**src/design/gekf_pkg.sv**
```systemverilog
// Shared types, constants and helper functions of the gyro/encoder fusion core.
package gekf_pkg;

   // Calibration length used when the top level is not given one.
   localparam int unsigned BIAS_SAMPLES_DEF = 1000;

   // Shared multiplier: signed A by signed B, full product.
   localparam int unsigned MUL_AW = 34;
   localparam int unsigned MUL_BW = 26;
   localparam int unsigned MUL_PW = MUL_AW + MUL_BW;

   // Shared shift-subtract divider.
   localparam int unsigned DIV_NW = 43;
   localparam int unsigned DIV_DW = 32;
   localparam int unsigned DIV_CW = 6;
   localparam logic [DIV_CW-1:0] DIV_ITERS_BIAS = DIV_CW'(DIV_NW);
   localparam logic [DIV_CW-1:0] DIV_ITERS_GAIN = DIV_CW'(25);

   localparam int unsigned GAIN_BITS = 24;
   localparam int unsigned GAIN_W    = GAIN_BITS + 1;
   localparam logic [GAIN_W-1:0] GAIN_ONE = GAIN_W'(1) << GAIN_BITS;

   localparam int unsigned CSR_IW = 3;

   localparam logic [16:0] TIME_STEP_RST     = 17'd66;
   localparam logic [30:0] PROCESS_NOISE_RST = 31'd66;
   localparam logic [30:0] ENCODER_NOISE_RST = 31'd65536;
   localparam logic [15:0] GYRO_SCALE_RST    = 16'd1998;
   localparam logic [15:0] ENCODER_SCALE_RST = 16'd11796;
   localparam logic [30:0] INIT_VAR_RST      = 31'd65536;

   localparam logic [32:0] DEG180 = 33'd180 << 16;
   localparam logic [32:0] DEG360 = 33'd360 << 16;

   localparam logic signed [63:0] INT32_MAX_64 = 64'sh0000_0000_7FFF_FFFF;
   localparam logic signed [63:0] INT32_MIN_64 = 64'shFFFF_FFFF_8000_0000;
   localparam logic [30:0] VAR_MAX = 31'h7FFF_FFFF;

   typedef enum logic [CSR_IW-1:0] {
      REG_TIME_STEP     = 3'd0,
      REG_PROCESS_NOISE = 3'd1,
      REG_ENCODER_NOISE = 3'd2,
      REG_GYRO_SCALE    = 3'd3,
      REG_ENCODER_SCALE = 3'd4,
      REG_INIT_VARIANCE = 3'd5
   } csr_index_type;

   typedef enum logic [1:0] {
      PH_BEGIN = 2'd0,
      PH_CAL   = 2'd1,
      PH_RUN   = 2'd2,
      PH_STOP  = 2'd3
   } phase_type;

   typedef enum logic [3:0] {
      S_IDLE,
      S_MUL_RATE,
      S_MUL_POS,
      S_PHASE,
      S_BIAS_WAIT,
      S_MUL_PRED,
      S_PRED,
      S_GAIN_WAIT,
      S_MUL_CORR,
      S_CORR,
      S_VAR,
      S_EMIT
   } seq_state_type;

   typedef struct packed {
      logic              start;
      logic [DIV_CW-1:0] iters;
      logic [DIV_DW-1:0] rem_init;
      logic [DIV_NW-1:0] num_low;
      logic [DIV_DW-1:0] den;
   } div_req_type;

   function automatic logic signed [31:0] sat32(input logic signed [63:0] v);
      if (v > INT32_MAX_64) begin
         return 32'sh7FFF_FFFF;
      end else if (v < INT32_MIN_64) begin
         return 32'sh8000_0000;
      end
      return v[31:0];
   endfunction

   // Divide by 2^sh, rounding to nearest with ties away from zero. A negative
   // value gets one less than half added before the arithmetic shift.
   function automatic logic signed [MUL_PW-1:0] round_shift(
      input logic signed [MUL_PW-1:0] v,
      input int unsigned              sh
   );
      logic signed [MUL_PW:0] half;
      logic signed [MUL_PW:0] t;
      half = $signed((MUL_PW+1)'(1) << (sh - 1));
      t = (MUL_PW+1)'(v) + half - $signed((MUL_PW+1)'(v[MUL_PW-1]));
      return MUL_PW'(t >>> sh);
   endfunction

endpackage

```
**src/design/gekf_mul.sv**
```systemverilog
// Shared signed multiplier with a registered product.
module gekf_mul (
   input  logic                                clock,
   input  logic signed [gekf_pkg::MUL_AW-1:0]  a,
   input  logic signed [gekf_pkg::MUL_BW-1:0]  b,
   output logic signed [gekf_pkg::MUL_PW-1:0]  prod
);
   import gekf_pkg::*;

   logic signed [MUL_PW-1:0] prod_ff;
   logic signed [MUL_PW-1:0] prod_in;

   assign prod_in = MUL_PW'(a) * MUL_PW'(b);

   always_ff @(posedge clock) begin
      prod_ff <= prod_in;
   end

   assign prod = prod_ff;

endmodule

```
**config.mk**
```make
export PLATFORM = sky130hd
export DESIGN_NAME = gekf_mul
export DESIGN_NICKNAME = d
export VERILOG_FILES = /design/src/design/gekf_pkg.sv /design/src/design/gekf_mul.sv
export SDC_FILE = /design/constraint.sdc
export NUM_CORES = 2
export LEC_CHECK = 0
export ABC_AREA = 1
export BUFFER_PORTS_ARGS = -buffer_cell sky130_fd_sc_hd__buf_2
export CAP_MARGIN = 20
export CORE_UTILIZATION = 45
export CTS_BUF_LIST = sky130_fd_sc_hd__clkbuf_16
export DETAILED_ROUTE_END_ITERATION = 6
export PLACE_DENSITY = 0.68
export SETUP_SLACK_MARGIN = 0.1
export SLEW_MARGIN = 5
export SYNTH_ARGS = -nofsm -noshare
export SYNTH_HDL_FRONTEND = slang
export SYNTH_SLANG_ARGS = --single-unit
```
**constraint.sdc**
```tcl
create_clock -name clock -period 22.6 [get_ports clock]
set_input_delay 3.39 -clock clock [delete_from_list [all_inputs] [get_ports clock]]
set_output_delay 3.39 -clock clock [all_outputs]
set_load 0.005 [all_outputs]
```
==> flow_summary.yaml <==
synth:
  post_syn_instances: 4555
  syn_area_um2: 34900
  synth.ff_latch_count: 60
  synth_sequential_area_ratio: 0.0344
  synth_area_per_cell_um2: 7.65
  yosysWarningCount: 0
  mappedNetlistNets: 5680
  synth_cell_types: 27
cts:
  cts_inserted_buffers: 9
  clock_sink_count: 60
  postCtsSetupRepairBufs: 0
  tritoncts: "done"
  clk_pin_slew_worst_paths_ns: 0.06
  ctsHoldBuffers: 0
  clk_path_buf_depth: 2
  htree_num_levels: 3
  ctsRootBufferMaster: "sky130_fd_sc_hd__clkbuf_16"
  post_cts.resized_instances: 0
sta:
  relSlewSlack: 0.362
  hold-worst-slack_ns: 3.59
  final.min_clock_period_ns: 9.93
  timing.setup.tns_ns: 0
  finalMaxSlewViolations: 0
  achievable-frequency_mhz: 101
  final-setup-viol-count: 0
  period_share: 0.439
  tightestPinTransition_ns: 0.957
  setup_repair_after_global_routing_missed_its_margin: "false"
  hold_viol_final: 0
global_route:
  grt_util_all_layers: 0.245
  grt_remaining_overflow: 0
  grt_pass1_vias: 28800
  grt_first_pass_wirelength_um: 151000
  grt_start_max_net_pins: 36
  antenna_found_initial: 4
routing:
  routed_wire_length_per_instance_um: 16.3
  ant_nets: 0
  vias_per_cell: 4.81
  first_iter_violations: 1708
  detailroute.via_count: 26600
  routed_wl_um: 90200
  total_drc_errors_in_the_routed_layout: 0
  drt_pass1_iterations: 5
cells_and_area:
  finalNetCount: 5610
  largest_reg_flops: 60
  nFillCells: 7675
  area_growth_pct: 4.16
  drive_above_1_share: 0.0486
worst_setup_path:
  required_time_at_the_worst_slack_endpoint_ns: 22.83
  startpoint_type: "primary input"
  crit_path_capture_type: "register"
  timing_worst_setup_path_type: "primary input to register"
  crit_path_end: "prod[54]"
  timing.critical_path.fanout_max: 34
  startpoint: "b[2]"
  cp.arrival_ns: 10.16
placement:
  portBuffers: 120
  place_congestion: 0.960
  dp_hpwl_um: 76700
floorplan:
  dieWidth_um: 280
  io_pins: 121
  die_height_um: 280
  die_area_um2: 78600
  core_area_um2: 76300
  floorplan.initialDensity: 0.457
  rows: 101
flow_run:
  max-cap-violations: 0
hold_path:
  worst_hold_path_type: "primary input to register"
status:
  result_of_the_run: "completed"
cell type report:
type	count	area, µm²	area share
clock buffers	9	225	0.00620
multi-input cells	2766	27200	0.748
repair buffers	124	631	0.0174
clock inverters	7	73.8	0.00203
well taps	1030	1290	0.0355
flip-flops and latches	60	1200	0.0331
diodes	1	2.50	0.0000689
inverters	1524	5720	0.158
through the flow:
step	worst slack, ns	instances	util	cell area, µm²
floorplan	13.07	4555	-	34900
global placement	12.40	5504	0.472	36000
detailed placement	12.34	5504	0.472	36000
CTS	12.66	5520	0.476	36300
global route	12.18	5521	0.476	36300
finish	12.67	5521	0.476	36300
cells by family (layout without fill, tap and decap cells):
group                    count (synthesis)  count (layout)  synth area share
flip-flops                              60              60            0.0344
adder cells (fa/ha/maj)               1064            1064             0.576
AND/OR/NAND/NOR                       1613            1613             0.186
buffers and inverters                 1729            1664             0.186
XOR/XNOR                                36              36           0.00904
other                                    0               1                 0
AO/OA/AOI/OAI                           53              53           0.00804
metal layers:
| layer | up-vias | track usage | routed length [µm] |
|---|---|---|---|
| met5 | - | 0 | 36 |
| met4 | 6 | 0.0619 | 2390 |
| met3 | 149 | 0.0233 | 4760 |
| met2 | 796 | 0.451 | 47100 |
| met1 | 13400 | 0.306 | 35800 |
| li1 | 12200 | - | - |
Yosys cell counts:
library cell	instances	area [µm²]
sky130_fd_sc_hd__nor3_2	2	20.0
sky130_fd_sc_hd__o21bai_1	6	45.0
sky130_fd_sc_hd__inv_1	1519	5700
sky130_fd_sc_hd__nor2_1	103	387
sky130_fd_sc_hd__buf_1	2	7.51
sky130_fd_sc_hd__and2_1	3	18.8
sky130_fd_sc_hd__nand4_1	19	119
sky130_fd_sc_hd__nand3_2	12	120
sky130_fd_sc_hd__xor2_1	30	263
sky130_fd_sc_hd__and3b_1	3	26.3
sky130_fd_sc_hd__nand2_2	23	144
sky130_fd_sc_hd__nand2_1	1342	5040
sky130_fd_sc_hd__a21oi_1	38	190
sky130_fd_sc_hd__xnor2_1	6	52.6
sky130_fd_sc_hd__dfxtp_1	60	1200
sky130_fd_sc_hd__nor2_4	7	78.8
sky130_fd_sc_hd__nand3_1	56	280
sky130_fd_sc_hd__nand3b_1	4	30.0
sky130_fd_sc_hd__nor3_1	6	30.0
sky130_fd_sc_hd__fa_1	902	18100
sky130_fd_sc_hd__ha_1	162	2030
sky130_fd_sc_hd__o21ai_0	9	45.0
sky130_fd_sc_hd__or2_2	4	25.0
sky130_fd_sc_hd__nor4_1	3	18.8
sky130_fd_sc_hd__clkbuf_1	203	762
sky130_fd_sc_hd__inv_2	5	18.8
sky130_fd_sc_hd__nor2_2	26	163
cells in the final DEF, fill, tap and decap left out:
master,count
sky130_fd_sc_hd__nand4_1,19
sky130_fd_sc_hd__nand3b_1,4
sky130_fd_sc_hd__nor2_4,7
sky130_fd_sc_hd__o21ai_0,9
sky130_fd_sc_hd__dfxtp_1,60
sky130_fd_sc_hd__or2_2,4
sky130_fd_sc_hd__nor4_1,3
sky130_fd_sc_hd__clkinv_1,1
sky130_fd_sc_hd__clkbuf_16,9
sky130_fd_sc_hd__inv_6,3
sky130_fd_sc_hd__diode_2,1
sky130_fd_sc_hd__o21bai_1,6
sky130_fd_sc_hd__nand2_1,1342
sky130_fd_sc_hd__inv_1,1519
sky130_fd_sc_hd__clkinv_4,1
sky130_fd_sc_hd__nor3_1,6
sky130_fd_sc_hd__and3b_1,3
sky130_fd_sc_hd__nand3_1,56
sky130_fd_sc_hd__nand2_2,23
sky130_fd_sc_hd__nor3_2,2
sky130_fd_sc_hd__buf_2,120
sky130_fd_sc_hd__xor2_1,30
sky130_fd_sc_hd__nor2_2,26
sky130_fd_sc_hd__ha_1,162
sky130_fd_sc_hd__nor2_1,103
sky130_fd_sc_hd__a21oi_1,38
sky130_fd_sc_hd__bufinv_16,1
sky130_fd_sc_hd__xnor2_1,6
sky130_fd_sc_hd__nand3_2,12
sky130_fd_sc_hd__buf_4,4
sky130_fd_sc_hd__and2_1,3
sky130_fd_sc_hd__fa_1,902
sky130_fd_sc_hd__inv_2,5
sky130_fd_sc_hd__clkinv_2,1
worst min path at each step:
stage	depth (start not counted)	slack (ns)	end	start
5_1_grt	4	3.61	prod[0]	b[0]
6_report	4	3.59	prod[0]	b[0]
2_1_floorplan	0	3.67	prod[0]	prod[0]
4_1_cts	4	3.60	prod[0]	b[0]
3_3_place_gp	1	3.77	prod[36]	prod[36]
3_5_place_dp	1	3.76	prod[26]	prod[26]
critical path, cell delays in order:
cell and delay [ns]:
sky130_fd_sc_hd__buf_2 0.55, sky130_fd_sc_hd__nand2_1 0.19, sky130_fd_sc_hd__inv_1 0.18, sky130_fd_sc_hd__fa_1 0.55, sky130_fd_sc_hd__fa_1 0.69, sky130_fd_sc_hd__inv_1 0.21, sky130_fd_sc_hd__fa_1 0.56, sky130_fd_sc_hd__inv_1 0.41
sky130_fd_sc_hd__fa_1 0.53, sky130_fd_sc_hd__fa_1 0.51, sky130_fd_sc_hd__fa_1 0.49, sky130_fd_sc_hd__inv_1 0.05, sky130_fd_sc_hd__fa_1 0.47, sky130_fd_sc_hd__inv_1 0.04, sky130_fd_sc_hd__ha_1 0.37, sky130_fd_sc_hd__nand2_1 0.07
sky130_fd_sc_hd__inv_1 0.09, sky130_fd_sc_hd__nand2_1 0.14, sky130_fd_sc_hd__nor3_1 0.23, sky130_fd_sc_hd__and3b_1 0.20, sky130_fd_sc_hd__nand2_1 0.06, sky130_fd_sc_hd__nand4_1 0.07, sky130_fd_sc_hd__nand2_1 0.06
Power is not shown: default switching activity piles up to over one toggle a cycle in this logic, so the estimate is an artifact.
