<file path="src/design/gekf_pkg.sv">
// Shared types, constants and helper functions of the gyro/encoder fusion core.
package gekf_pkg;

   // Calibration length used when the top level is not given one.
   localparam int unsigned BIAS_SAMPLES_DEF = 1000;

   // Shared multiplier: signed A by signed B, full product.
   localparam int unsigned MUL_AW = 34;
   localparam int unsigned MUL_BW = 26;
   localparam int unsigned MUL_PW = MUL_AW + MUL_BW;

   // Shared shift-subtract divider.
   localparam int unsigned DIV_NW = 43;
   localparam int unsigned DIV_DW = 32;
   localparam int unsigned DIV_CW = 6;
   localparam logic [DIV_CW-1:0] DIV_ITERS_BIAS = DIV_CW'(DIV_NW);
   localparam logic [DIV_CW-1:0] DIV_ITERS_GAIN = DIV_CW'(25);

   localparam int unsigned GAIN_BITS = 24;
   localparam int unsigned GAIN_W    = GAIN_BITS + 1;
   localparam logic [GAIN_W-1:0] GAIN_ONE = GAIN_W'(1) << GAIN_BITS;

   localparam int unsigned CSR_IW = 3;

   localparam logic [16:0] TIME_STEP_RST     = 17'd66;
   localparam logic [30:0] PROCESS_NOISE_RST = 31'd66;
   localparam logic [30:0] ENCODER_NOISE_RST = 31'd65536;
   localparam logic [15:0] GYRO_SCALE_RST    = 16'd1998;
   localparam logic [15:0] ENCODER_SCALE_RST = 16'd11796;
   localparam logic [30:0] INIT_VAR_RST      = 31'd65536;

   localparam logic [32:0] DEG180 = 33'd180 << 16;
   localparam logic [32:0] DEG360 = 33'd360 << 16;

   localparam logic signed [63:0] INT32_MAX_64 = 64'sh0000_0000_7FFF_FFFF;
   localparam logic signed [63:0] INT32_MIN_64 = 64'shFFFF_FFFF_8000_0000;
   localparam logic [30:0] VAR_MAX = 31'h7FFF_FFFF;

   typedef enum logic [CSR_IW-1:0] {
      REG_TIME_STEP     = 3'd0,
      REG_PROCESS_NOISE = 3'd1,
      REG_ENCODER_NOISE = 3'd2,
      REG_GYRO_SCALE    = 3'd3,
      REG_ENCODER_SCALE = 3'd4,
      REG_INIT_VARIANCE = 3'd5
   } csr_index_type;

   typedef enum logic [1:0] {
      PH_BEGIN = 2'd0,
      PH_CAL   = 2'd1,
      PH_RUN   = 2'd2,
      PH_STOP  = 2'd3
   } phase_type;

   typedef enum logic [3:0] {
      S_IDLE,
      S_MUL_RATE,
      S_MUL_POS,
      S_PHASE,
      S_BIAS_WAIT,
      S_MUL_PRED,
      S_PRED,
      S_GAIN_WAIT,
      S_MUL_CORR,
      S_CORR,
      S_VAR,
      S_EMIT
   } seq_state_type;

   typedef struct packed {
      logic              start;
      logic [DIV_CW-1:0] iters;
      logic [DIV_DW-1:0] rem_init;
      logic [DIV_NW-1:0] num_low;
      logic [DIV_DW-1:0] den;
   } div_req_type;

   function automatic logic signed [31:0] sat32(input logic signed [63:0] v);
      if (v > INT32_MAX_64) begin
         return 32'sh7FFF_FFFF;
      end else if (v < INT32_MIN_64) begin
         return 32'sh8000_0000;
      end
      return v[31:0];
   endfunction

   // Divide by 2^sh, rounding to nearest with ties away from zero. A negative
   // value gets one less than half added before the arithmetic shift.
   function automatic logic signed [MUL_PW-1:0] round_shift(
      input logic signed [MUL_PW-1:0] v,
      input int unsigned              sh
   );
      logic signed [MUL_PW:0] half;
      logic signed [MUL_PW:0] t;
      half = $signed((MUL_PW+1)'(1) << (sh - 1));
      t = (MUL_PW+1)'(v) + half - $signed((MUL_PW+1)'(v[MUL_PW-1]));
      return MUL_PW'(t >>> sh);
   endfunction

endpackage

</file>
<file path="src/design/gekf_div.sv">
// Shared restoring divider that produces one quotient bit per cycle.
module gekf_div (
   input  logic                          clock,
   input  logic                          reset,
   input  gekf_pkg::div_req_type         req,
   output logic                          done,
   output logic [gekf_pkg::DIV_NW-1:0]   quot
);
   import gekf_pkg::*;

   logic              busy_ff, busy_in;
   logic              done_ff, done_in;
   logic [DIV_CW-1:0] count_ff, count_in;
   logic [DIV_DW-1:0] rem_ff, rem_in;
   logic [DIV_NW-1:0] sh_ff, sh_in;
   logic [DIV_DW-1:0] den_ff, den_in;
   logic [DIV_DW:0]   trial;
   logic [DIV_DW:0]   diff;
   logic              fits;

   always_comb begin
      trial = {rem_ff, sh_ff[DIV_NW-1]};
      diff  = trial - {1'b0, den_ff};
      fits  = (trial >= {1'b0, den_ff});
      busy_in  = busy_ff;
      done_in  = 1'b0;
      count_in = count_ff;
      rem_in   = rem_ff;
      sh_in    = sh_ff;
      den_in   = den_ff;
      if (req.start) begin
         busy_in  = 1'b1;
         count_in = req.iters;
         rem_in   = req.rem_init;
         sh_in    = req.num_low;
         den_in   = req.den;
      end else if (busy_ff) begin
         // The remainder stays below the divisor, so its top bit drops out.
         rem_in   = fits ? diff[DIV_DW-1:0] : trial[DIV_DW-1:0];
         sh_in    = {sh_ff[DIV_NW-2:0], fits};
         count_in = count_ff - DIV_CW'(1);
         if (count_ff == DIV_CW'(1)) begin
            busy_in = 1'b0;
            done_in = 1'b1;
         end
      end
   end

   always_ff @(posedge clock) begin
      if (reset) begin
         busy_ff  <= 1'b0;
         done_ff  <= 1'b0;
         count_ff <= '0;
      end else begin
         busy_ff  <= busy_in;
         done_ff  <= done_in;
         count_ff <= count_in;
      end
   end

   always_ff @(posedge clock) begin
      rem_ff <= rem_in;
      sh_ff  <= sh_in;
      den_ff <= den_in;
   end

   assign done = done_ff;
   assign quot = sh_ff;

`ifndef SYNTHESIS
   a_no_restart: assert property (@(posedge clock) disable iff (reset)
      req.start |-> !busy_ff)
      else $error("divider started while busy");
   a_done_idle: assert property (@(posedge clock) disable iff (reset)
      done_ff |-> !busy_ff)
      else $error("divider reports done while still iterating");
`endif

endmodule

</file>
<file path="config.mk">
export PLATFORM = sky130hd
export DESIGN_NAME = gekf_div
export DESIGN_NICKNAME = d
export VERILOG_FILES = /design/src/design/gekf_pkg.sv /design/src/design/gekf_div.sv
export SDC_FILE = /design/constraint.sdc
export NUM_CORES = 1
export LEC_CHECK = 0
export BUFFER_PORTS_ARGS = -buffer_cell sky130_fd_sc_hd__buf_2
export CAP_MARGIN = 20
export CORE_MARGIN = 10
export CORE_UTILIZATION = 46
export DETAILED_ROUTE_END_ITERATION = 16
export PLACE_DENSITY_LB_ADDON = 0.08
export SLEW_MARGIN = 20
export SYNTH_ARGS = -nofsm -noshare
export SYNTH_HDL_FRONTEND = slang
export SYNTH_SLANG_ARGS = --single-unit
</file>
<file path="constraint.sdc">
create_clock -name clock -period 9.3 [get_ports clock]
set_input_delay 1.395 -clock clock [delete_from_list [all_inputs] [get_ports clock]]
set_output_delay 1.395 -clock clock [all_outputs]
set_load 0.03 [all_outputs]
</file>
==> results.md, run 1 <==
* Most common cell in the netlist: edfxtp_1
* Initial core utilization at 0.476
* Crit path max fanout at 18
* Max-Slew Margin vs Limit at 0.323
* Top delay family on crit path: compound AO/OA/AOI/OAI gates
* Area growth syn-to-layout at 23.2%
* Post-CTS resize count at 0
* CP bufs+invs at 1
* Global-route usage over all layers at 0.173
* H-Tree Depth at 4
* 1st-iter DRT viols at roughly 280
* Critical path arrival at between 4 and 5 ns
* Io pins at between 150 and 200
* Main synth FF type: edfxtp_1
* Fin crit period at about 3.8 ns
* Clock-pin slew on the worst setup and hold paths at roughly 0.060 ns
* Placer Congestion at 0.904
* Async set-reset flop share out of synthesis at 0
* Routed len/inst at 18.1 um
* GRT Max-Usage Layer: met2
* Setup Fix Bufs, Post-CTS at 0
* Fillcell total at ~1200
* Met2 Use GR at 0.274
* Met1 Use GR at 0.201
* M3 GR Usage at 0.0862
* First-pass GRT wire length at roughly 28 mm
* Area leader, netlist: edfxtp_1
* Commonest cells post-synth: edfxtp_1, nor2_1, a21oi_1
* Clk_lat worst skew at roughly 0.42 ns
* Reg-to-Reg Start: rem_ff[0]
* Worst path cell trace: ha_1, nor2b_1, o31a_1, o31ai_1, o21ai_1, o2111ai_2, a21oi_4, or2_1, buf_4, a21oi_1, mux2_2
* Via/cell ratio at 5.45
* Setup TNS at 0 ns
* Worst path max stage delay at just under 0.7 ns
* Syn Nets at around 750
* Vias in the first global route at about 5600
* Die Y at 141 um
* Dpl cell area at between 7000 and 8000 sq um
* Total clock sinks at 115
* Vias at ~5200
* # port buffers at 159
* Slew @ Worst Pin at 1.01 ns
* Max Clock Freq at approximately 260 MHz
* Final worst-path cycle share at 0.414
* Clock Path Buffers at 2
* Core Region at roughly 14000 sq um
* Unrepaired setup endpoints after global routing: false
* Final core utilization at 0.586
* Register area share after synthesis at 0.505
* Root Buffer: clkbuf_16
* Syn Area/Cell at approximately 11 sq um
* Post-route cell area at ~8200 sq um
* Post-Route WL at 17.2 mm
* HP Start: quot[6]
* Drt pass-1 iters at 5
* Top cell type's share of synthesized area at 0.481
* Yosys warnings at 0
* Drt drc at 0
* # nets final at between 900 and 1000
* Mapped cell area at between 6000 and 7000 sq um
* Initial antenna violation count at 7
* Post-synthesis register bit count at 115
* Setup Skew at about 0.0088 ns
* Hold Path Class: reg -> reg
* Post-CTS Hold Buffers at 0
* Rows at between 40 and 50
* CP Capture Type: register
* Static Leakage at approximately 3.6 nW
* Netlist cell types at 63
* DPL Wire Length at ~13 mm
* Fin. Hold Viols at 0
* Status: completed
* Final Max Slew Viols at 0
* GRT overflow at 0
* Max_cap viols at 0
* Critical path type: reg -> reg
* P per Cell Area at between 200 and 300 nW/um^2
* Setup-failing EPs final at 0
* Layout cells sized above 1 at 0.326
* Crit path max-delay cell type: or2_1
* Largest net degree at the start of global routing at 68
* Die width at about 140 um
* Worst EP required at 9.47 ns
* Post-synth EDFFs at about 110
* CTS tree: yes
* Synth area leaders: edfxtp_1, mux2_2, ha_1, a21oi_1, nor2_1
* CP startpoint: rem_ff[0]
* Die ar. at 19700 sq um
* Mapped Cells at 598
* VDD IR max at between 100 and 150 uV
* CTS Buf Count at 17
* Routed Antenna Nets at 0
* Startpoint Class: register
[path summary, 6_finish.rpt]
path | to | slack [ns] | cells past startpoint
worst max-delay path | rem_ff[0] | 5.45 | 11
worst min register to register | quot[7] | 0.57 | 1
worst min-delay path | quot[7] | 0.57 | 1
worst max register to register | rem_ff[0] | 5.45 | 11
[state kept, by name (all words and copies together), names as in the netlist]
register	flops
quot	43
busy_ff	1
rem_ff	32
count_ff	6
done	1
den_ff	32
[power by group]
| part | switching (mW) | internal, mW | total (mW) |
|---|---|---|---|
| Combinational | 0.393 | 0.283 | 0.676 |
| Sequential | 0.0395 | 0.661 | 0.700 |
| Clock | 0.258 | 0.428 | 0.687 |
| Total | 0.691 | 1.37 | 2.06 |
[per-layer routing]
layer,part of all wire,vias to the layer above
li1,-,2535
met1,0.43,2435
met2,0.46,171
met3,0.090,27
met4,0.015,8
met5,0.0023,-
[cells by family after synthesis]
group,share of synthesized area
AO/OA/AOI/OAI,0.146
XOR/XNOR,0.0341
AND/OR/NAND/NOR,0.0987
buffers and inverters,0.0444
adder cells (fa/ha/maj),0.0667
multiplexers,0.106
flip-flops,0.505
[per-stage QoR]
stage	hold slack, ns	power (mW)	std cells	setup slack, ns
after detailed placement	0.557	1.38	914	5.48
after floorplan	0.560	1.22	598	5.18
final	0.574	2.06	949	5.45
after CTS	0.578	2.08	946	5.47
after global routing	0.598	2.18	946	5.20
after global placement	0.557	1.37	914	5.61
[worst register-to-register path, cell delays in order (launching register included)]
cell	delay, ns
edfxtp_1	0.44
ha_1	0.34
nor2b_1	0.18
o31a_1	0.20
o31ai_1	0.10
o21ai_1	0.37
o2111ai_2	0.19
a21oi_4	0.30
or2_1	0.68
buf_4	0.41
a21oi_1	0.13
mux2_2	0.27
[cell usage in the layout (no fill, tap or decap), types with 4 or more instances in the layout]
cell type  Yosys  routed
nor4_1         4       4
nand2_1       35      35
a21oi_1       48      48
inv_6          0       6
clkbuf_16      0      17
o21ai_1       11      11
nor2_1        57      57
nor3_1         9       9
mux2_2        44      44
edfxtp_1     107     107
o21a_1         7       7
nor4b_1        6       6
xnor2_1       14      14
xor2_1        12      12
dfxtp_1        8       8
buf_2          3     158
mux2i_1       21      21
inv_1         43      42
a31oi_1        5       5
a21o_1        20      20
buf_4          1       5
ha_1          34      34
o21ai_0       14      14
o21bai_1       4       4
nand4_1        8       8
[cell type report]
type	instances	area, sq um	share of cell area
clock inverter	15	194	0.0236
tap	180	225	0.0274
timing repair buffer	163	828	0.101
sequential	115	3370	0.410
inverter	44	165	0.0201
multi-input combinational	412	3010	0.366
clock buffer	17	425	0.0517
antenna	3	7.51	0.000912
Power figures use the tool's default switching activity.
==> inputs of run 2 (changes only) <==
==> constraint.sdc (replaced) <==
create_clock -name clock -period 3.65 [get_ports clock]
set_input_delay 0.5475 -clock clock [delete_from_list [all_inputs] [get_ports clock]]
set_output_delay 0.5475 -clock clock [all_outputs]
set_load 0.03 [all_outputs]
==> run 2 against run 1 <==
Total power grew to 2.6 times the previous value. Setup slack lost 5.2 ns. Final area grew 1.6%. Clock-buffer cell count grew 5. Core utilization grew 0.92 points. Combinational power grew to 2.6 times the previous value. Hold slack lost 0.27 ns. Critical endpoint is now rem_ff[30]. Highest routed layer unchanged.
==> results.md, run 2 (synthesis results as in run 1) <==
* GRT overflow at 0 (unchanged)
* Static Leakage at 3.69 nW (+2.1%)
* Worst EP required at 3.81 ns (-5.66 ns)
* Unrepaired setup endpoints after global routing: false
* Hold Path Class: in -> reg
* Largest net degree at the start of global routing at 108 (+59%)
* CP bufs+invs at 2 (+1)
* 1st-iter DRT viols at 244 (-14%)
* # nets final at 910 (+0.66%)
* Total clock sinks at 115 (unchanged)
* CTS tree: yes
* Max-Slew Margin vs Limit at 0.501 (+0.179)
* Vias in the first global route at 5384 (-3.3%)
* H-Tree Depth at 4 (unchanged)
* Top delay family on crit path: compound AO/OA/AOI/OAI gates
* Routed Antenna Nets at 0 (unchanged)
* # port buffers at 159 (unchanged)
* Fin crit period at 3.37 ns (-0.473 ns)
* Post-CTS Hold Buffers at 0 (unchanged)
* Core Region at 14000 sq um (unchanged)
* Max Clock Freq at 296 MHz (+14%)
* Startpoint Class: register
* Setup-failing EPs final at 0 (unchanged)
* Drt drc at 0 (unchanged)
* Vias at 5106 (-1.4%)
* Post-CTS resize count at 0 (unchanged)
* VDD IR max at 359 uV (+160%)
* Initial antenna violation count at 6 (-1)
* Setup Fix Bufs, Post-CTS at 0 (unchanged)
* FF-to-FF setup slack at 0.28 ns (-5.18 ns)
* Io pins at 160 (unchanged)
* Setup TNS at 0 ns (unchanged)
* Die width at 141 um (unchanged)
* Die Y at 141 um (unchanged)
* Global-route usage over all layers at 0.173 (-0.000373)
* Clock Path Buffers at 2 (unchanged)
* Area growth syn-to-layout at 25.1%
* Final worst-path cycle share at 0.924 (+0.511)
* Final Max Slew Viols at 0 (unchanged)
* Placed Cells at 919 (+0.55%)
* Slew @ Worst Pin at 0.743 ns (-0.269 ns)
* Routed len/inst at 17.7 um (-2.0%)
* Worst path most repeated cell: inv_1
* Fin. Hold Viols at 0 (unchanged)
* Worst path cell trace: inv_1, ha_1, inv_1, fa_1, a211oi_1, o21ai_0, or3b_1, a21oi_1, nor3_2, o21ai_1, a221oi_1, nor4b_1, nor4_1
* Crit path max-delay cell type: edfxtp_1
* P per Cell Area at 643 nW/um^2 (+160%)
* Most common cell after layout, fill and taps aside: buf_2
* Drt pass-1 iters at 5 (unchanged)
* Most frequent cells in the layout: buf_2, edfxtp_1, nor2_1, a21oi_1, mux2_2
* CP Capture Type: register
* Via/cell ratio at 5.36 (-1.8%)
* Rows at 43 (unchanged)
* Placer Congestion at 0.870 (-3.7%)
* Max_cap viols at 0 (unchanged)
* Setup Skew at 0.0138 ns (+0.00497 ns)
* Clock-pin slew on the worst setup and hold paths at 0.06 ns (about the same)
* Initial core utilization at 0.476 (unchanged)
* Crit path max fanout at 3 (-15)
* Status: completed
* Layout cells sized above 1 at 0.326 (about the same)
* Final cell count without fillers at 953 (+0.42%)
* Max FFs per register at 43 (unchanged)
* Clk_lat worst skew at 0.42 ns (about the same)
* Worst path max stage delay at 0.43 ns (-0.25 ns)
* Die ar. at 19700 sq um (unchanged)
* Critical path type: reg -> reg
* CTS Buf Count at 17 (unchanged)
* DPL Wire Length at 12.4 mm (-2.4%)
* Post-Route WL at 16.9 mm (-1.6%)
* First-pass GRT wire length at 27.6 mm (-0.82%)
* Root Buffer: clkbuf_16
* Critical path arrival at 3.53 ns (-0.49 ns)
[run 2: changes by cell type in the layout (fill, tap and decap cells not counted), sizes merged]
| cell | change |
|---|---|
| buf | +6 |
| bufinv | +2 |
| clkbuf | +5 |
| clkinv | +3 |
| clkinvlp | -3 |
| diode | -2 |
| inv | -7 |
[run 2: path summary, 6_finish.rpt]
| check | startpoint | to | depth (start not counted) |
|---|---|---|---|
| setup reg to reg | quot[42] | rem_ff[30] | 13 |
| setup / recovery | quot[42] | rem_ff[30] | 13 |
| hold / removal | req[26] | den_ff[26] | 1 |
| hold reg to reg | quot[30] | quot[31] | 1 |
[run 2: per-stage QoR]
stage	utilization	hold WS (ns)	cell area, sq um	power, mW	setup WS [ns]
after global routing	0.595	0.284	8360	5.69	0.0418
final	0.595	0.300	8360	5.37	0.276
after floorplan	-	0.560	6680	3.11	0.380
after global placement	0.548	0.556	7690	3.52	0.385
after detailed placement	0.548	0.559	7690	3.54	0.307
after CTS	0.594	0.286	8340	5.40	0.277
[run 2: per-layer routing]
layer  GRT usage  part of all wire
met5           0            0.0028
met4      0.0603             0.014
met3      0.0818             0.085
met2       0.269              0.46
met1       0.204              0.44
[run 2: report_power, final]
| group | internal (mW) | switching [mW] |
|---|---|---|
| Sequential | 1.68 | 0.104 |
| Combinational | 0.757 | 0.990 |
| Clock | 1.24 | 0.592 |
[run 2: final cells by class]
cell class	instances	area, sq um
clock buffer	22	464
timing repair buffer	169	936
sequential	115	3370
tap	180	225
antenna	1	2.50
inverter	44	165
multi-input combinational	412	3010
clock inverter	10	181
fill	1190	5680
==> inputs of run 3 (changes only) <==
--- a/config.mk
+++ b/config.mk
@@ -7,10 +7,12 @@
 export LEC_CHECK = 0
 export BUFFER_PORTS_ARGS = -buffer_cell sky130_fd_sc_hd__buf_2
 export CAP_MARGIN = 20
+export CELL_PAD_IN_SITES_DETAIL_PLACEMENT = 2
+export CELL_PAD_IN_SITES_GLOBAL_PLACEMENT = 2
 export CORE_MARGIN = 10
-export CORE_UTILIZATION = 46
+export CORE_UTILIZATION = 35
 export DETAILED_ROUTE_END_ITERATION = 16
-export PLACE_DENSITY_LB_ADDON = 0.08
+export PLACE_DENSITY_LB_ADDON = 0.1
 export SLEW_MARGIN = 20
 export SYNTH_ARGS = -nofsm -noshare
 export SYNTH_HDL_FRONTEND = slang
==> run 3 against run 2 <==
Total power is 2.0% lower. Hold slack worse by 0.0074 ns. Fmax is 0.69% lower. Clock-buffer cell count is 4 lower. Clock power is 13% lower. Sequential cell count stayed put. Critical path type unchanged.
==> results.md, run 3 (synthesis results as in run 1) <==
* Status: completed
* Critical path type: reg -> reg
* Largest net degree at the start of global routing at 61 (-44%)
* Startpoint Class: register
* Total clock sinks at 115 (unchanged)
* Fin crit period at 3.40 ns (+0.0236 ns)
* Vias at 5353 (+4.8%)
* 1st-iter DRT viols at 225 (-7.8%)
* Routed len/inst at 21.8 um (+23%)
* P per Cell Area at 633 nW/um^2 (-1.5%)
* Max FFs per register at 43 (unchanged)
* Post-CTS Hold Buffers at 0 (unchanged)
* Slew @ Worst Pin at 0.765 ns (+0.0217 ns)
* Static Leakage at 3.63 nW (-1.7%)
* HP Start: req[2]
* Setup Skew at 0.00992 ns (-0.00385 ns)
* Max-Slew Margin vs Limit at 0.490 (-0.0114)
* DPL Wire Length at 16.5 mm (+33%)
* Setup-failing EPs final at 0 (unchanged)
* Hold Path Class: in -> reg
* VDD IR max at 337 uV (-5.9%)
* GRT overflow at 0 (unchanged)
* Die width at 158 um (+13%)
* CP startpoint: rem_ff[0]
* Final worst slack at 0.253 ns (-0.0236 ns)
* Initial core utilization at 0.356 (-0.120)
* Layout cells sized above 1 at 0.332 (+0.00605)
* Max Clock Freq at 294 MHz (-0.69%)
* Most frequent cells in the layout: buf_2, edfxtp_1, nor2_1, a21oi_1, mux2_2
* First-pass GRT wire length at 35.1 mm (+27%)
* Final worst-path cycle share at 0.931 (+0.00645)
* Area growth syn-to-layout at 24.5%
* Global-route usage over all layers at 0.182 (+0.00905)
* Fin. Hold Viols at 0 (unchanged)
* CTS tree: yes
* Drt pass-1 iters at 4 (-1)
* Setup WS pre-CTS at 0.134 ns (-0.173 ns)
* Clock-pin slew on the worst setup and hold paths at 0.06 ns (about the same)
* Root Buffer: clkbuf_16
* Die ar. at 25000 sq um (+27%)
* Final cell count without fillers at 1010 (+6.0%)
* CP Capture Type: register
* Initial antenna violation count at 6 (unchanged)
* Vias in the first global route at 6171 (+15%)
* Placed Cells at 974 (+6.0%)
* Rows at 50 (+16%)
* Io pins at 160 (unchanged)
* H-Tree Depth at 4 (unchanged)
* Clk_lat worst skew at 0.43 ns (about the same)
* Routed Antenna Nets at 0 (unchanged)
* Core Region at 18800 sq um (+34%)
* Fillcell total at 1986 (+67%)
* Max_cap viols at 0 (unchanged)
* Placer Congestion at 0.885 (+1.7%)
* Via/cell ratio at 5.30 (-1.1%)
* Most common cell after layout, fill and taps aside: buf_2
* Drt drc at 0 (unchanged)
* Crit path max fanout at 9 (+6)
* Clock Path Buffers at 2 (unchanged)
* Die Y at 158 um (+13%)
* Critical path arrival at 3.61 ns (+0.08 ns)
* Reg-to-Reg Start: rem_ff[0]
* Post-Route WL at 22.0 mm (+30%)
* Worst EP required at 3.86 ns (+0.05 ns)
* Final Max Slew Viols at 0 (unchanged)
* CTS Buf Count at 17 (unchanged)
* # nets final at 911 (+0.11%)
* # port buffers at 159 (unchanged)
[run 3: through the flow]
| step | power (mW) | setup TNS (ns) | area, sq um | hold WS (ns) | utilization |
|---|---|---|---|---|---|
| CTS | 5.32 | 0 | 8290 | 0.274 | 0.442 |
| detailed placement | 3.66 | 0 | 7730 | 0.564 | 0.412 |
| global route | 5.60 | -0.00620 | 8310 | 0.268 | 0.443 |
| global placement | 3.57 | 0 | 7730 | 0.555 | 0.412 |
| finish | 5.26 | 0 | 8320 | 0.292 | 0.443 |
| floorplan | 3.11 | 0 | 6680 | 0.560 | - |
[run 3: power by group]
| group | internal [mW] | switching, mW |
|---|---|---|
| clock | 0.943 | 0.662 |
| sequential | 1.68 | 0.109 |
| combinational | 0.754 | 1.11 |
[run 3: worst paths after layout]
check                     to  depth (start not counted)  slack, ns
hold reg to reg     quot[24]                          1       0.58
hold / removal     den_ff[2]                          1       0.29
setup reg to reg  rem_ff[30]                         11       0.25
setup / recovery  rem_ff[30]                         11       0.25
[run 3: final cells by class]
| type | count | area [sq um] | share of cell area |
|---|---|---|---|
| sequential | 115 | 3370 | 0.406 |
| multi-input combinational | 412 | 3020 | 0.364 |
| timing repair buffer | 170 | 893 | 0.107 |
| clock buffer | 18 | 429 | 0.0516 |
| tap | 234 | 293 | 0.0352 |
| inverter | 44 | 165 | 0.0199 |
| clock inverter | 14 | 131 | 0.0158 |
| antenna | 3 | 7.51 | 0.000903 |
[run 3: worst max-delay path, stage by stage, from the launching register on]
cell and delay (ns):
edfxtp_1 0.44, ha_1 0.34, nor2b_1 0.16, o31a_1 0.27, o31ai_1 0.33, o21ai_1 0.24
o2111ai_2 0.29, a21oi_4 0.14, nor2_2 0.30, buf_4 0.22, nor4b_1 0.06, nor4_1 0.38
[run 3: timing repair]
action	in CTS	in global routing
setup endpoints to repair	0	1
buffers inserted	0	1
gates resized for setup	0	3
[run 3: routing by layer]
metal / global-route usage / vias up / share of wire
met1: 0.208 / 2644 / 0.42
met2: 0.307 / 127 / 0.50
met3: 0.0714 / 29 / 0.070
met5: 0 / - / 0.0025
li1: - / 2545 / -
met4: 0.0538 / 8 / 0.013
